[config.mk]
export PLATFORM = sky130hd
export DESIGN_NAME = vfc_ctrl
export DESIGN_NICKNAME = d
export VERILOG_FILES = /design/src/hw/rtl/vfc_pkg.sv /design/src/hw/rtl/vfc_ctrl.sv
export SDC_FILE = /design/constraint.sdc
export NUM_CORES = 1
export LEC_CHECK = 0
export ABC_CLOCK_PERIOD_IN_PS = 4800
export BUFFER_PORTS_ARGS = -buffer_cell sky130_fd_sc_hd__buf_2
export CELL_PAD_IN_SITES_DETAIL_PLACEMENT = 2
export CELL_PAD_IN_SITES_GLOBAL_PLACEMENT = 2
export CORE_UTILIZATION = 35
export DETAILED_ROUTE_END_ITERATION = 10
export GPL_ROUTABILITY_DRIVEN = 0
export PLACE_DENSITY = 0.95
export SYNTH_ARGS = -nofsm -noshare
export SYNTH_HDL_FRONTEND = slang
export SYNTH_SLANG_ARGS = --single-unit
[constraint.sdc]
create_clock -name clk_i -period 4.8 [get_ports clk_i]
set_input_delay 0.24 -clock clk_i [delete_from_list [all_inputs] [get_ports clk_i]]
set_output_delay 0.24 -clock clk_i [all_outputs]
set_load 0.01 [all_outputs]
[src/hw/rtl/vfc_pkg.sv]
// ----------------------------------------------------------------------------
// vfc_pkg: frustum cull shared definitions
// Widths, fixed-point constants, opcodes and the controller/datapath bundles.
// ----------------------------------------------------------------------------
package vfc_pkg;

  localparam int unsigned FRAC_BITS = 16;
  localparam int unsigned W         = 32;
  localparam int unsigned HW        = 31;
  localparam int unsigned MW        = W + 1;
  localparam int unsigned PW        = 2 * MW;
  localparam int unsigned ACC_W     = PW + 32 + 2;
  localparam int unsigned SQ_W      = 2 * W;
  localparam int unsigned DVD_W     = W + FRAC_BITS;
  localparam int unsigned SQ_LAST   = W + 1;
  localparam int unsigned CNT_W     = $clog2(DVD_W + 1);

  localparam logic [W-1:0] LEN_EPS =
    W'(((64'd1 << FRAC_BITS) + 64'd5000) / 64'd10000);
  localparam logic [W-1:0] PT_EPS =
    W'(((64'd1 << FRAC_BITS) + 64'd500) / 64'd1000);
  localparam logic [ACC_W-1:0] PT_EPS_ACC = ACC_W'(PT_EPS) << (2 * FRAC_BITS);
  localparam logic signed [MW-1:0] ONE_Q = MW'(1) << FRAC_BITS;

  typedef enum logic [1:0] {
    OP_WRITE = 2'd0,
    OP_BUILD = 2'd1,
    OP_BOX   = 2'd2,
    OP_POINT = 2'd3
  } opcode_e;

  typedef enum logic [2:0] {
    SEL_NONE,
    SEL_CN,
    SEL_HN,
    SEL_DF,
    SEL_ND,
    SEL_NSL,
    SEL_NSH,
    SEL_SQ
  } sel_e;

  typedef struct packed {
    logic       lat_in;
    logic [1:0] row;
    logic [2:0] plane;
    logic       raw_we;
    sel_e       sel;
    logic [1:0] k;
    logic       acc_init;
    logic       sq_start;
    logic       sq_step;
    logic       div_start;
    logic       div_step;
    logic       pl_we;
    logic       res_upd;
    logic       out_load;
  } cmd_t;

  typedef struct packed {
    logic len_ok;
  } sts_t;

endpackage

[src/hw/rtl/vfc_ctrl.sv]
// ----------------------------------------------------------------------------
// vfc_ctrl: sequencer
// Walks planes and steps for build, box and point operations.
// ----------------------------------------------------------------------------
module vfc_ctrl (
  input  logic                  clk_i,
  input  logic                  rst_ni,
  input  logic                  in_valid_i,
  input  vfc_pkg::opcode_e      in_opcode_i,
  input  logic                  out_free_i,
  input  vfc_pkg::sts_t         sts_i,
  output logic                  in_ready_o,
  output vfc_pkg::cmd_t         cmd_o
);

  typedef enum logic [3:0] {
    ST_IDLE,
    ST_RAW,
    ST_SQ,
    ST_SQRT,
    ST_DIV,
    ST_WR,
    ST_TEST,
    ST_CHECK,
    ST_DONE
  } state_e;

  state_e                     state_q;
  vfc_pkg::opcode_e           op_q;
  logic [2:0]                 plane_q;
  logic [1:0]                 row_q;
  logic [vfc_pkg::CNT_W-1:0]  cnt_q;
  logic [vfc_pkg::CNT_W-1:0]  test_last;

  assign test_last = (op_q == vfc_pkg::OP_BOX) ? vfc_pkg::CNT_W'(7) : vfc_pkg::CNT_W'(12);
  assign in_ready_o = (state_q == ST_IDLE);

  always_comb begin
    cmd_o       = '0;
    cmd_o.sel   = vfc_pkg::SEL_NONE;
    cmd_o.plane = plane_q;
    cmd_o.row   = row_q;
    unique case (state_q)
      ST_IDLE: cmd_o.lat_in = in_valid_i;
      ST_RAW: begin
        cmd_o.raw_we = 1'b1;
        cmd_o.row    = cnt_q[1:0];
      end
      ST_SQ: begin
        cmd_o.acc_init = (cnt_q == '0);
        if (cnt_q < vfc_pkg::CNT_W'(3)) begin
          cmd_o.sel = vfc_pkg::SEL_SQ;
          cmd_o.k   = cnt_q[1:0];
        end
      end
      ST_SQRT: begin
        cmd_o.sq_start = (cnt_q == '0);
        cmd_o.sq_step  = (cnt_q != '0) && (cnt_q != vfc_pkg::CNT_W'(vfc_pkg::SQ_LAST));
      end
      ST_DIV: begin
        cmd_o.div_start = (cnt_q == '0);
        cmd_o.div_step  = (cnt_q != '0);
      end
      ST_WR: cmd_o.pl_we = 1'b1;
      ST_TEST: begin
        cmd_o.acc_init = (cnt_q == '0);
        if (op_q == vfc_pkg::OP_BOX) begin
          // per axis: center term then half-extent term, then d
          if (cnt_q < vfc_pkg::CNT_W'(6)) begin
            cmd_o.k   = cnt_q[2:1];
            cmd_o.sel = cnt_q[0] ? vfc_pkg::SEL_HN : vfc_pkg::SEL_CN;
          end else if (cnt_q == vfc_pkg::CNT_W'(6)) begin
            cmd_o.sel = vfc_pkg::SEL_DF;
          end
        end else if (cnt_q < vfc_pkg::CNT_W'(12)) begin
          // per axis: n*d, gap while sk settles, low and high halves of n*sk
          cmd_o.k = cnt_q[3:2];
          case (cnt_q[1:0])
            2'd0:    cmd_o.sel = vfc_pkg::SEL_ND;
            2'd2:    cmd_o.sel = vfc_pkg::SEL_NSL;
            2'd3:    cmd_o.sel = vfc_pkg::SEL_NSH;
            default: cmd_o.sel = vfc_pkg::SEL_NONE;
          endcase
        end
      end
      ST_CHECK: cmd_o.res_upd = 1'b1;
      ST_DONE:  cmd_o.out_load = out_free_i;
      default: ;
    endcase
  end

  always_ff @(posedge clk_i or negedge rst_ni) begin
    if (!rst_ni) begin
      state_q <= ST_IDLE;
      op_q    <= vfc_pkg::OP_WRITE;
      plane_q <= '0;
      row_q   <= '0;
      cnt_q   <= '0;
    end else begin
      unique case (state_q)
        ST_IDLE: begin
          if (in_valid_i) begin
            op_q    <= in_opcode_i;
            plane_q <= '0;
            row_q   <= '0;
            cnt_q   <= '0;
            unique case (in_opcode_i)
              vfc_pkg::OP_WRITE: state_q <= ST_DONE;
              vfc_pkg::OP_BUILD: state_q <= ST_RAW;
              default:           state_q <= ST_TEST;
            endcase
          end
        end
        ST_RAW: begin
          if (cnt_q == vfc_pkg::CNT_W'(3)) begin
            cnt_q   <= '0;
            state_q <= ST_SQ;
          end else begin
            cnt_q <= cnt_q + 1'b1;
          end
        end
        ST_SQ: begin
          if (cnt_q == vfc_pkg::CNT_W'(3)) begin
            cnt_q   <= '0;
            state_q <= ST_SQRT;
          end else begin
            cnt_q <= cnt_q + 1'b1;
          end
        end
        ST_SQRT: begin
          if (cnt_q == vfc_pkg::CNT_W'(vfc_pkg::SQ_LAST)) begin
            cnt_q   <= '0;
            row_q   <= '0;
            state_q <= sts_i.len_ok ? ST_DIV : ST_WR;
          end else begin
            cnt_q <= cnt_q + 1'b1;
          end
        end
        ST_DIV: begin
          if (cnt_q == vfc_pkg::CNT_W'(vfc_pkg::DVD_W)) begin
            cnt_q   <= '0;
            state_q <= ST_WR;
          end else begin
            cnt_q <= cnt_q + 1'b1;
          end
        end
        ST_WR: begin
          cnt_q <= '0;
          if (row_q == 2'd3) begin
            row_q <= '0;
            if (plane_q == 3'd5) begin
              state_q <= ST_DONE;
            end else begin
              plane_q <= plane_q + 1'b1;
              state_q <= ST_RAW;
            end
          end else begin
            row_q   <= row_q + 1'b1;
            state_q <= sts_i.len_ok ? ST_DIV : ST_WR;
          end
        end
        ST_TEST: begin
          if (cnt_q == test_last) begin
            cnt_q   <= '0;
            state_q <= ST_CHECK;
          end else begin
            cnt_q <= cnt_q + 1'b1;
          end
        end
        ST_CHECK: begin
          if (plane_q == 3'd5) begin
            state_q <= ST_DONE;
          end else begin
            plane_q <= plane_q + 1'b1;
            state_q <= ST_TEST;
          end
        end
        ST_DONE: begin
          if (out_free_i) state_q <= ST_IDLE;
        end
        default: state_q <= ST_IDLE;
      endcase
    end
  end

endmodule

# After elaboration in Yosys (flattened, before gate mapping)
# Index checks and enable logic that the tools add are counted.
# totals
word_cells	99
register_bits	17
out_inout_bits	21
# classes
muxes	45
eq_ne	28
add_sub_neg	3
reduce_logical	15
order_cmp	3
# ops
operator	count
4-bit two-way mux	11
4-bit case mux with 9 select lines	1
6-bit case mux with 6 select lines	1
6-bit two-way mux	5
2-bit two-way mux	10
3-bit case mux with 3 select lines	2
4-bit by 3-bit == test with 1-bit output, second input constant	4
2-bit != test, second input constant	8
5-bit two-way mux	3
6-bit == test, second input constant	2
6-bit case mux with 2 select lines	1
6-bit nonzero test	2
3-bit two-way mux	3
2-bit == test, second input constant	4
4-bit by 2-bit == test with 1-bit output, second input constant	2
4-bit case mux with 2 select lines	1
7-bit AND reduction	1
6-bit by 1-bit adder with 6-bit output, second input constant	1
6-bit by 2-bit == test with 1-bit output, second input constant	1
6-bit by 3-bit == test with 1-bit output, second input constant	1
6-bit by 4-bit == test with 1-bit output	1
6-bit logical NOT	1
6-bit by 2-bit less-than comparator with 1-bit output, second input constant	1
6-bit by 3-bit less-than comparator with 1-bit output, second input constant	1
other kinds (17)	26

# Depth between registers and ports, before layout
# Gate-level depths: netlist of run 1.
# depth
ltp_word	5
mapped_depth	7

# Worst setup path after synthesis of run 1
# No wires, ideal clock.
# synth_timing
path_type	register -> output
from	register state_q[3]
to	output port cmd_o[8] (netlist bit)
stages_incl_launch_ff	7
t_arrival_ns	1.857
path_buffers	2
slack_ns	2.703
path_cell_list	dfrtp_1 > buf_6 > or2_1 > buf_6 > or4_4 > or4_1 > o31ai_1
# synth_rtl
item	line_no	rtl
from (decl)	vfc_ctrl.sv:28	state_e state_q;
from (signal assigned)	vfc_ctrl.sv:134	state_q <= sts_i.len_ok ? ST_DIV : ST_WR;
from (signal assigned)	vfc_ctrl.sv:159	state_q <= sts_i.len_ok ? ST_DIV : ST_WR;
to (decl)	vfc_ctrl.sv:13	output vfc_pkg::cmd_t cmd_o

==> summary.txt, run 1 <==
Run status
  – Outcome: finished clean

Routing
  – Residual antenna-violating net count after detailed routing: 0
  – Number of vias per cell: 6.06
  – Pre-Repair DR Iteration Count: 4
  – Drt wl/cell: around 20 um
  – Detailed Route WL: about 5100 um
  – Remaining routing DRC violations: 0
  – Via total after detailed routing: between 1.5k and 2k
  – Initial detailed-routing violation count: between 100 and 150

Worst setup path
  – Max incr delay on CP: roughly 600 ps
  – Reg-to-reg slack, setup: 2370 ps
  – CP Max Fanout: 19
  – Reg-to-Reg Start: state_q[3]
  – Critical path buffer and inverter count: 1
  – Reg2reg end: state_q[3]
  – Worst path required time: around 4600 ps
  – Worst Setup Start Kind: flop
  – Worst-path cell chain: or2_1 > or4_4 > or4_1 > o31ai_1 > buf_2
  – Highest-delay cell along the critical path: dfrtp_1
  – Kind of end point of the critical path: output port
  – Crit-path leading delay family: simple AND/OR/NAND/NOR gates
  – R2R depth: 5
  – Classification of the worst setup path: flop to output port
  – Arrival time reported for the critical path endpoint: about 2500 ps

Die
  – Top Ports: 28
  – Die Area: roughly 4600 um^2
  – Total number of placement rows: 23
  – Core box area: just over 4000 um^2
  – Die span in y: 68.0 um
  – Die Width: 68.0 um
  – Initial Util: approximately 37%

Global routing
  – Global route total overflow: 0
  – Total track usage: between 20% and 30%
  – Largest net degree at the start of global routing: 20
  – First-pass GRT wire length: 8160 um
  – Number of antenna violations at the first check in global routing: 0
  – Vias in the first global route: approximately 1.6k

Power and ir drop
  – Maximum VDD drop: 0.199 mV
  – Power density over the cells: approximately 660 nW/um^2
  – Static leakage: around 0.81 nW

Finish
  – Share of final-layout standard cells stronger than drive strength 1: 20.1%
  – Net count of the finished layout: between 200 and 250
  – Area Overhead vs Synth: 12.7%
  – Final std cell area, no fill: 1720 um^2
  – Total inserted antenna cells: 0

Synth
  – EDFF count, synth: 0
  – Synthesized instance count: 182
  – Mapped Avg Cell Area: 8.37 um^2
  – Ys flop type: dfrtp_1
  – Sequential fraction of the synthesis area: between 20% and 30%
  – Count of unique library cells instantiated by Yosys: 50
  – Flip-flop and latch count after synthesis: 17
  – Cell types with the highest counts after synthesis: dfrtp_1, nand2_1, nor2_1, o21ai_0, inv_1
  – Share of flip-flops with an asynchronous set or reset after synthesis: 100%
  – Area leader, netlist: dfrtp_1
  – Ranking of synthesized cells by area: dfrtp_1, ha_1, o21ai_0
  – Total standard cell area after synthesis: between 1500 and 2000 um^2
  – Area fraction of the dominant cell type after synthesis: approximately 28%
  – Number of warnings issued by yosys: 0
  – Syn Nets: 198

STA
  – Number of pins with negative max-slew slack in the final report: 0
  – Worst Skew: around 16 ps
  – Slew Limit Headroom: a little over half
  – Maximum frequency from static timing analysis: ~0.36 GHz
  – RSZ-0062 raised after global routing: false
  – Count of endpoints failing setup in the final report: 0
  – Total Negative Setup Slacks: 0 ps
  – Hold Violations, Final: 0
  – Share of the cycle needed by the critical path after routing: a little under three fifths
  – Final critical path time including I/O delays and setup: between 2000 and 3000 ps
  – Pin slew with the least headroom to its limit: slightly above 700 ps

Clocking
  – Root buffer selected by CTS: clkbuf_8
  – CTS sink cnt: 17
  – Number of levels the H-tree was split into: 1
  – Buffer count from post-CTS setup fixing: 0
  – CTS tree: yes
  – Clock latency of the later-clocked register in the worst-skew pair: between 200 and 300 ps
  – Clock transition at path regs: roughly 80 ps
  – Post-CTS Hold Fix Bufs: 1
  – Count of instances resized after the clock tree is built: 0
  – CTS Buffer Depth: 2
  – Cts bufs inserted: 3

Hold path
  – Endpoint, Worst Hold: op_q[0]
  – Worst hold path type: input port to flop
  – Hold Path Depth: 2
  – Launch point of the worst hold path: in_opcode_i[0]

Placement
  – Area after detailed placement: roughly 1700 um^2
  – Number of input and output port buffers inserted: 27
  – Dpl hpwl: 3850 um

Flow run
  – # Max-Cap Violations: 0
==> cell usage in the layout (no fill, tap or decap), types with 3 or more instances in the layout <==
cell type and n:
a21oi_1 7, and3_1 4, and4_1 3, buf_2 27, clkbuf_8 3, dfrtp_1 17, ha_1 9, inv_1 10
mux2_2 4, mux2i_1 6, nand2_1 17, nand2b_1 7, nand3_1 4, nor2_1 15, nor3_1 8, nor4_1 3
o21ai_0 14, o22ai_1 3, o31ai_1 3, or2_1 3
==> final cells by class <==
type,instances,area [um^2]
Fill cell,489,2370
Clock buffer,4,45.0
Tap cell,50,62.6
Timing Repair Buffer,28,145
Multi-Input combinational cell,145,1000
Sequential cell,17,425
Inverter,10,37.5
==> layer usage <==
layer / track usage [%] / up-vias / wire [um]
met5: 0 / - / 0
met4: 6.51 / 0 / 102
met3: 5.17 / 12 / 116
met2: 39.7 / 25 / 2500
met1: 30.8 / 781 / 2370
li1: - / 720 / -
==> where the power goes <==
part	leakage [nW]	internal, W	switching (W)
clock	0.0228	0.0000591	0.0000531
combinational	0.561	0.000287	0.000416
sequential	0.222	0.000191	0.000124
total	0.806	0.000538	0.000593
==> sequential cells by signal (all words and copies together) (netlist names) <==
signal / flops
row_q: 2
state_q: 4
op_q: 2
cnt_q: 6
plane_q: 3
==> worst max path at each step <==
stage | startpoint | endpoint | slack (ps) | depth (start not counted)
6_report | state_q[2] | cmd_o[8] | 2050 | 5
5_1_grt | state_q[3] | cmd_o[8] | 1950 | 5
4_1_cts | state_q[3] | cmd_o[8] | 2060 | 5
3_5_place_dp | state_q[2] | cmd_o[8] | 2360 | 5
3_3_place_gp | state_q[3] | cmd_o[8] | 2410 | 5
2_1_floorplan | state_q[3] | cmd_o[8] | 2700 | 6
==> stage by stage <==
stage               total power [W]  utilization (%)  setup WS (ps)  hold slack, ps  cells
finish                      0.00113             42.0           2050             284    254
global route                0.00121             42.0           1950             287    254
CTS                         0.00113             42.0           2060             278    254
detailed placement          0.00101             40.6           2360             189    249
global placement           0.000971             40.6           2410             184    249
floorplan                  0.000796                -           2700           -55.6    182
==> logic make-up after synthesis <==
group                      after synthesis  share of synthesized area, %
muxes                                   11                          7.64
DFF                                     17                          27.9
buffers and inverters                   20                          6.41
AOI/OAI and AO/OA                       51                          23.5
and+or+nand+nor                         73                          26.5
xor gates and xnor gates                 1                         0.575
adders and majority gates                9                          7.40
(Power assumes the default switching activity.)
==> run 2, diff against run 1 <==
--- a/config.mk
+++ b/config.mk
@@ -5,14 +5,14 @@
 export SDC_FILE = /design/constraint.sdc
 export NUM_CORES = 1
 export LEC_CHECK = 0
-export ABC_CLOCK_PERIOD_IN_PS = 4800
+export ABC_CLOCK_PERIOD_IN_PS = 2310
 export BUFFER_PORTS_ARGS = -buffer_cell sky130_fd_sc_hd__buf_2
 export CELL_PAD_IN_SITES_DETAIL_PLACEMENT = 2
 export CELL_PAD_IN_SITES_GLOBAL_PLACEMENT = 2
-export CORE_UTILIZATION = 35
+export CORE_UTILIZATION = 29
 export DETAILED_ROUTE_END_ITERATION = 10
 export GPL_ROUTABILITY_DRIVEN = 0
-export PLACE_DENSITY = 0.95
+export PLACE_DENSITY = 0.86
 export SYNTH_ARGS = -nofsm -noshare
 export SYNTH_HDL_FRONTEND = slang
 export SYNTH_SLANG_ARGS = --single-unit
==> constraint.sdc (replaced) <==
create_clock -name clk_i -period 2.31 [get_ports clk_i]
set_input_delay 0.1155 -clock clk_i [delete_from_list [all_inputs] [get_ports clk_i]]
set_output_delay 0.1155 -clock clk_i [all_outputs]
set_load 0.01 [all_outputs]
==> run 2 against run 1 <==
Non-clock buffer count grew 21. Combinational power grew to 2.7 times the previous value. Worst hold slack lost 110 ps. Sequential share of layout area shrank 2.5 points. Sequential power grew 79%. Critical path type unchanged. Critical path depth is the same. Worst setup slack lost 2000 ps. First-iteration DRC count grew 18%. Sequential cell count is the same.
==> summary.txt, run 2 (synthesis gave the netlist of run 1 again) <==
Finish
  – Number of flip-flops in the largest register: 6
  – Post-route non-filler standard cell count: 295
  – Largest reg by FF count: cnt_q
  – Share of the core filled with cells: around two fifths
  – Net count of the finished layout: 242
  – Share of final-layout standard cells stronger than drive strength 1: between 30% and 40%
  – Top Registers: cnt_q: 6 flops, state_q: 4 flops, plane_q: 3 flops
  – Area taken by flip-flops and latches: roughly 430 um^2
  – Commonest cells after routing, fill and taps aside: buf_2, buf_4, nand2_1
  – Area taken by multi-input logic gates: between 1000 and 1500 um^2
  – Fill count: 595
  – Most common cell after layout, fill and taps aside: buf_2
  – Total inserted antenna cells: 0
  – Area Overhead vs Synth: 27.0%

Die
  – Core box area: around 5100 um^2
  – Initial Util: a little under a third
  – Top Ports: 28
  – Die span in y: between 70 and 80 um
  – Die Width: around 74 um
  – Die Area: approximately 5500 um^2
  – Total number of placement rows: 26

Placement
  – Number of input and output port buffers inserted: 27
  – Dpl hpwl: between 4000 and 5000 um
  – Number of placed instances, taps included: ~290
  – Worst slack after detailed placement: between 150 and 200 ps

Clocking
  – Clock transition at path regs: 80 ps
  – CTS tree: yes
  – Cts bufs inserted: 3
  – Root buffer selected by CTS: clkbuf_8
  – Number of levels the H-tree was split into: 1
  – Clock latency of the later-clocked register in the worst-skew pair: between 200 and 300 ps
  – CTS sink cnt: 17
  – CTS Buffer Depth: 2

Routing
  – Drt wl/cell: about 20 um
  – Remaining routing DRC violations: 0
  – Via total after detailed routing: about 1.6k
  – Detailed Route WL: 6020 um
  – Residual antenna-violating net count after detailed routing: 0
  – Initial detailed-routing violation count: 154
  – Pre-Repair DR Iteration Count: 6
  – Number of vias per cell: around 5.6

STA
  – Maximum frequency from static timing analysis: ~0.44 GHz
  – Worst hold-check slack: between 150 and 200 ps
  – Slew Limit Headroom: around three fifths
  – Number of pins with negative max-slew slack in the final report: 0
  – Hold Violations, Final: 0
  – Worst Skew: about 6.1 ps
  – Count of endpoints failing setup in the final report: 0
  – Pin slew with the least headroom to its limit: around 570 ps
  – Final critical path time including I/O delays and setup: 2270 ps
  – Share of the cycle needed by the critical path after routing: between 90% and 100%
  – Total Negative Setup Slacks: 0 ps
  – Worst setup slack after layout: about 40 ps

Flow run
  – # Max-Cap Violations: 0

Worst setup path
  – Classification of the worst setup path: flop to output port
  – Kind of end point of the critical path: output port
  – Reg-to-reg slack, setup: approximately 150 ps
  – CP Max Fanout: 7
  – R2R depth: 7
  – Reg2reg end: state_q[3]
  – Worst path required time: approximately 2200 ps
  – Worst Setup Start Kind: flop
  – Reg-to-Reg Start: cnt_q[1]
  – Arrival time reported for the critical path endpoint: about 2200 ps

Global routing
  – Number of antenna violations at the first check in global routing: 0
  – Largest net degree at the start of global routing: 19
  – Global route total overflow: 0
  – First-pass GRT wire length: 8830 um
  – Total track usage: between 20% and 30%
  – Vias in the first global route: ~1.7k

Hold path
  – Worst hold path type: input port to flop
  – Endpoint, Worst Hold: op_q[0]
  – Hold Path Depth: 2
  – Launch point of the worst hold path: in_opcode_i[0]

Power and ir drop
  – Power density over the cells: 1390 nW/um^2
  – Static leakage: between 0.9 and 1 nW
  – Maximum VDD drop: about 0.33 mV

Run status
  – Outcome: finished clean
-- run 2: changes by cell type in the layout (fill, tap and decap cells not counted), sizes merged --
cell	change
buf	+21
-- run 2: worst max-delay path, cell delays in order, from the launching register on --
cell and delay (ps):
dfrtp_2 470, ha_4 190, or4_4 550, or4_4 430
o31ai_2 80, buf_2 170
-- run 2: layout make-up --
type                       instances  share of cell area (%)
timing repair buffer              49                    15.7
inverter                          10                    1.94
clock buffer                       4                    2.33
sequential                        17                    22.3
multi-input combinational        145                    53.2
tap                               70                    4.53
-- run 2: what timing repair did --
action,4_1_cts,5_1_grt
hold buffers,1,0
pin swaps,0,2
gates resized for setup,5,7
setup buffers,0,5
hold endpoints to repair,17,0
endpoints found under the setup margin,1,1
-- run 2: report_power, final --
part / switching, W / internal [W]
Sequential: 0.000155 / 0.000408
Combinational: 0.00108 / 0.000810
Clock: 0.000119 / 0.000123
Total: 0.00135 / 0.00134
-- run 2: layer usage --
layer | track usage (%) | wire (um) | vias to the layer above
met1 | 27.6 | 2670 | 840
met4 | 5.45 | 119 | 0
met3 | 1.90 | 122 | 17
li1 | - | - | 758
met5 | 0 | 0 | -
met2 | 37.0 | 3110 | 32
-- run 2: per-stage QoR --
stage / cell area [um^2] / total power, W
final: 1930 / 0.00269
after global routing: 1930 / 0.00291
after CTS: 1870 / 0.00256
after detailed placement: 1810 / 0.00229
after global placement: 1810 / 0.00222
after floorplan: 1520 / 0.00165
-- run 2: worst max-delay path by stage --
stage | startpoint | to | slack [ps]
floorplan | cnt_q[1] | state_q[3] | 320
global placement | cnt_q[1] | cmd_o[8] | 250
detailed placement | cnt_q[1] | state_q[3] | 180
CTS | cnt_q[2] | cmd_o[8] | 0.6
global route | cnt_q[4] | cmd_o[8] | -40
finish | cnt_q[1] | cmd_o[8] | 40
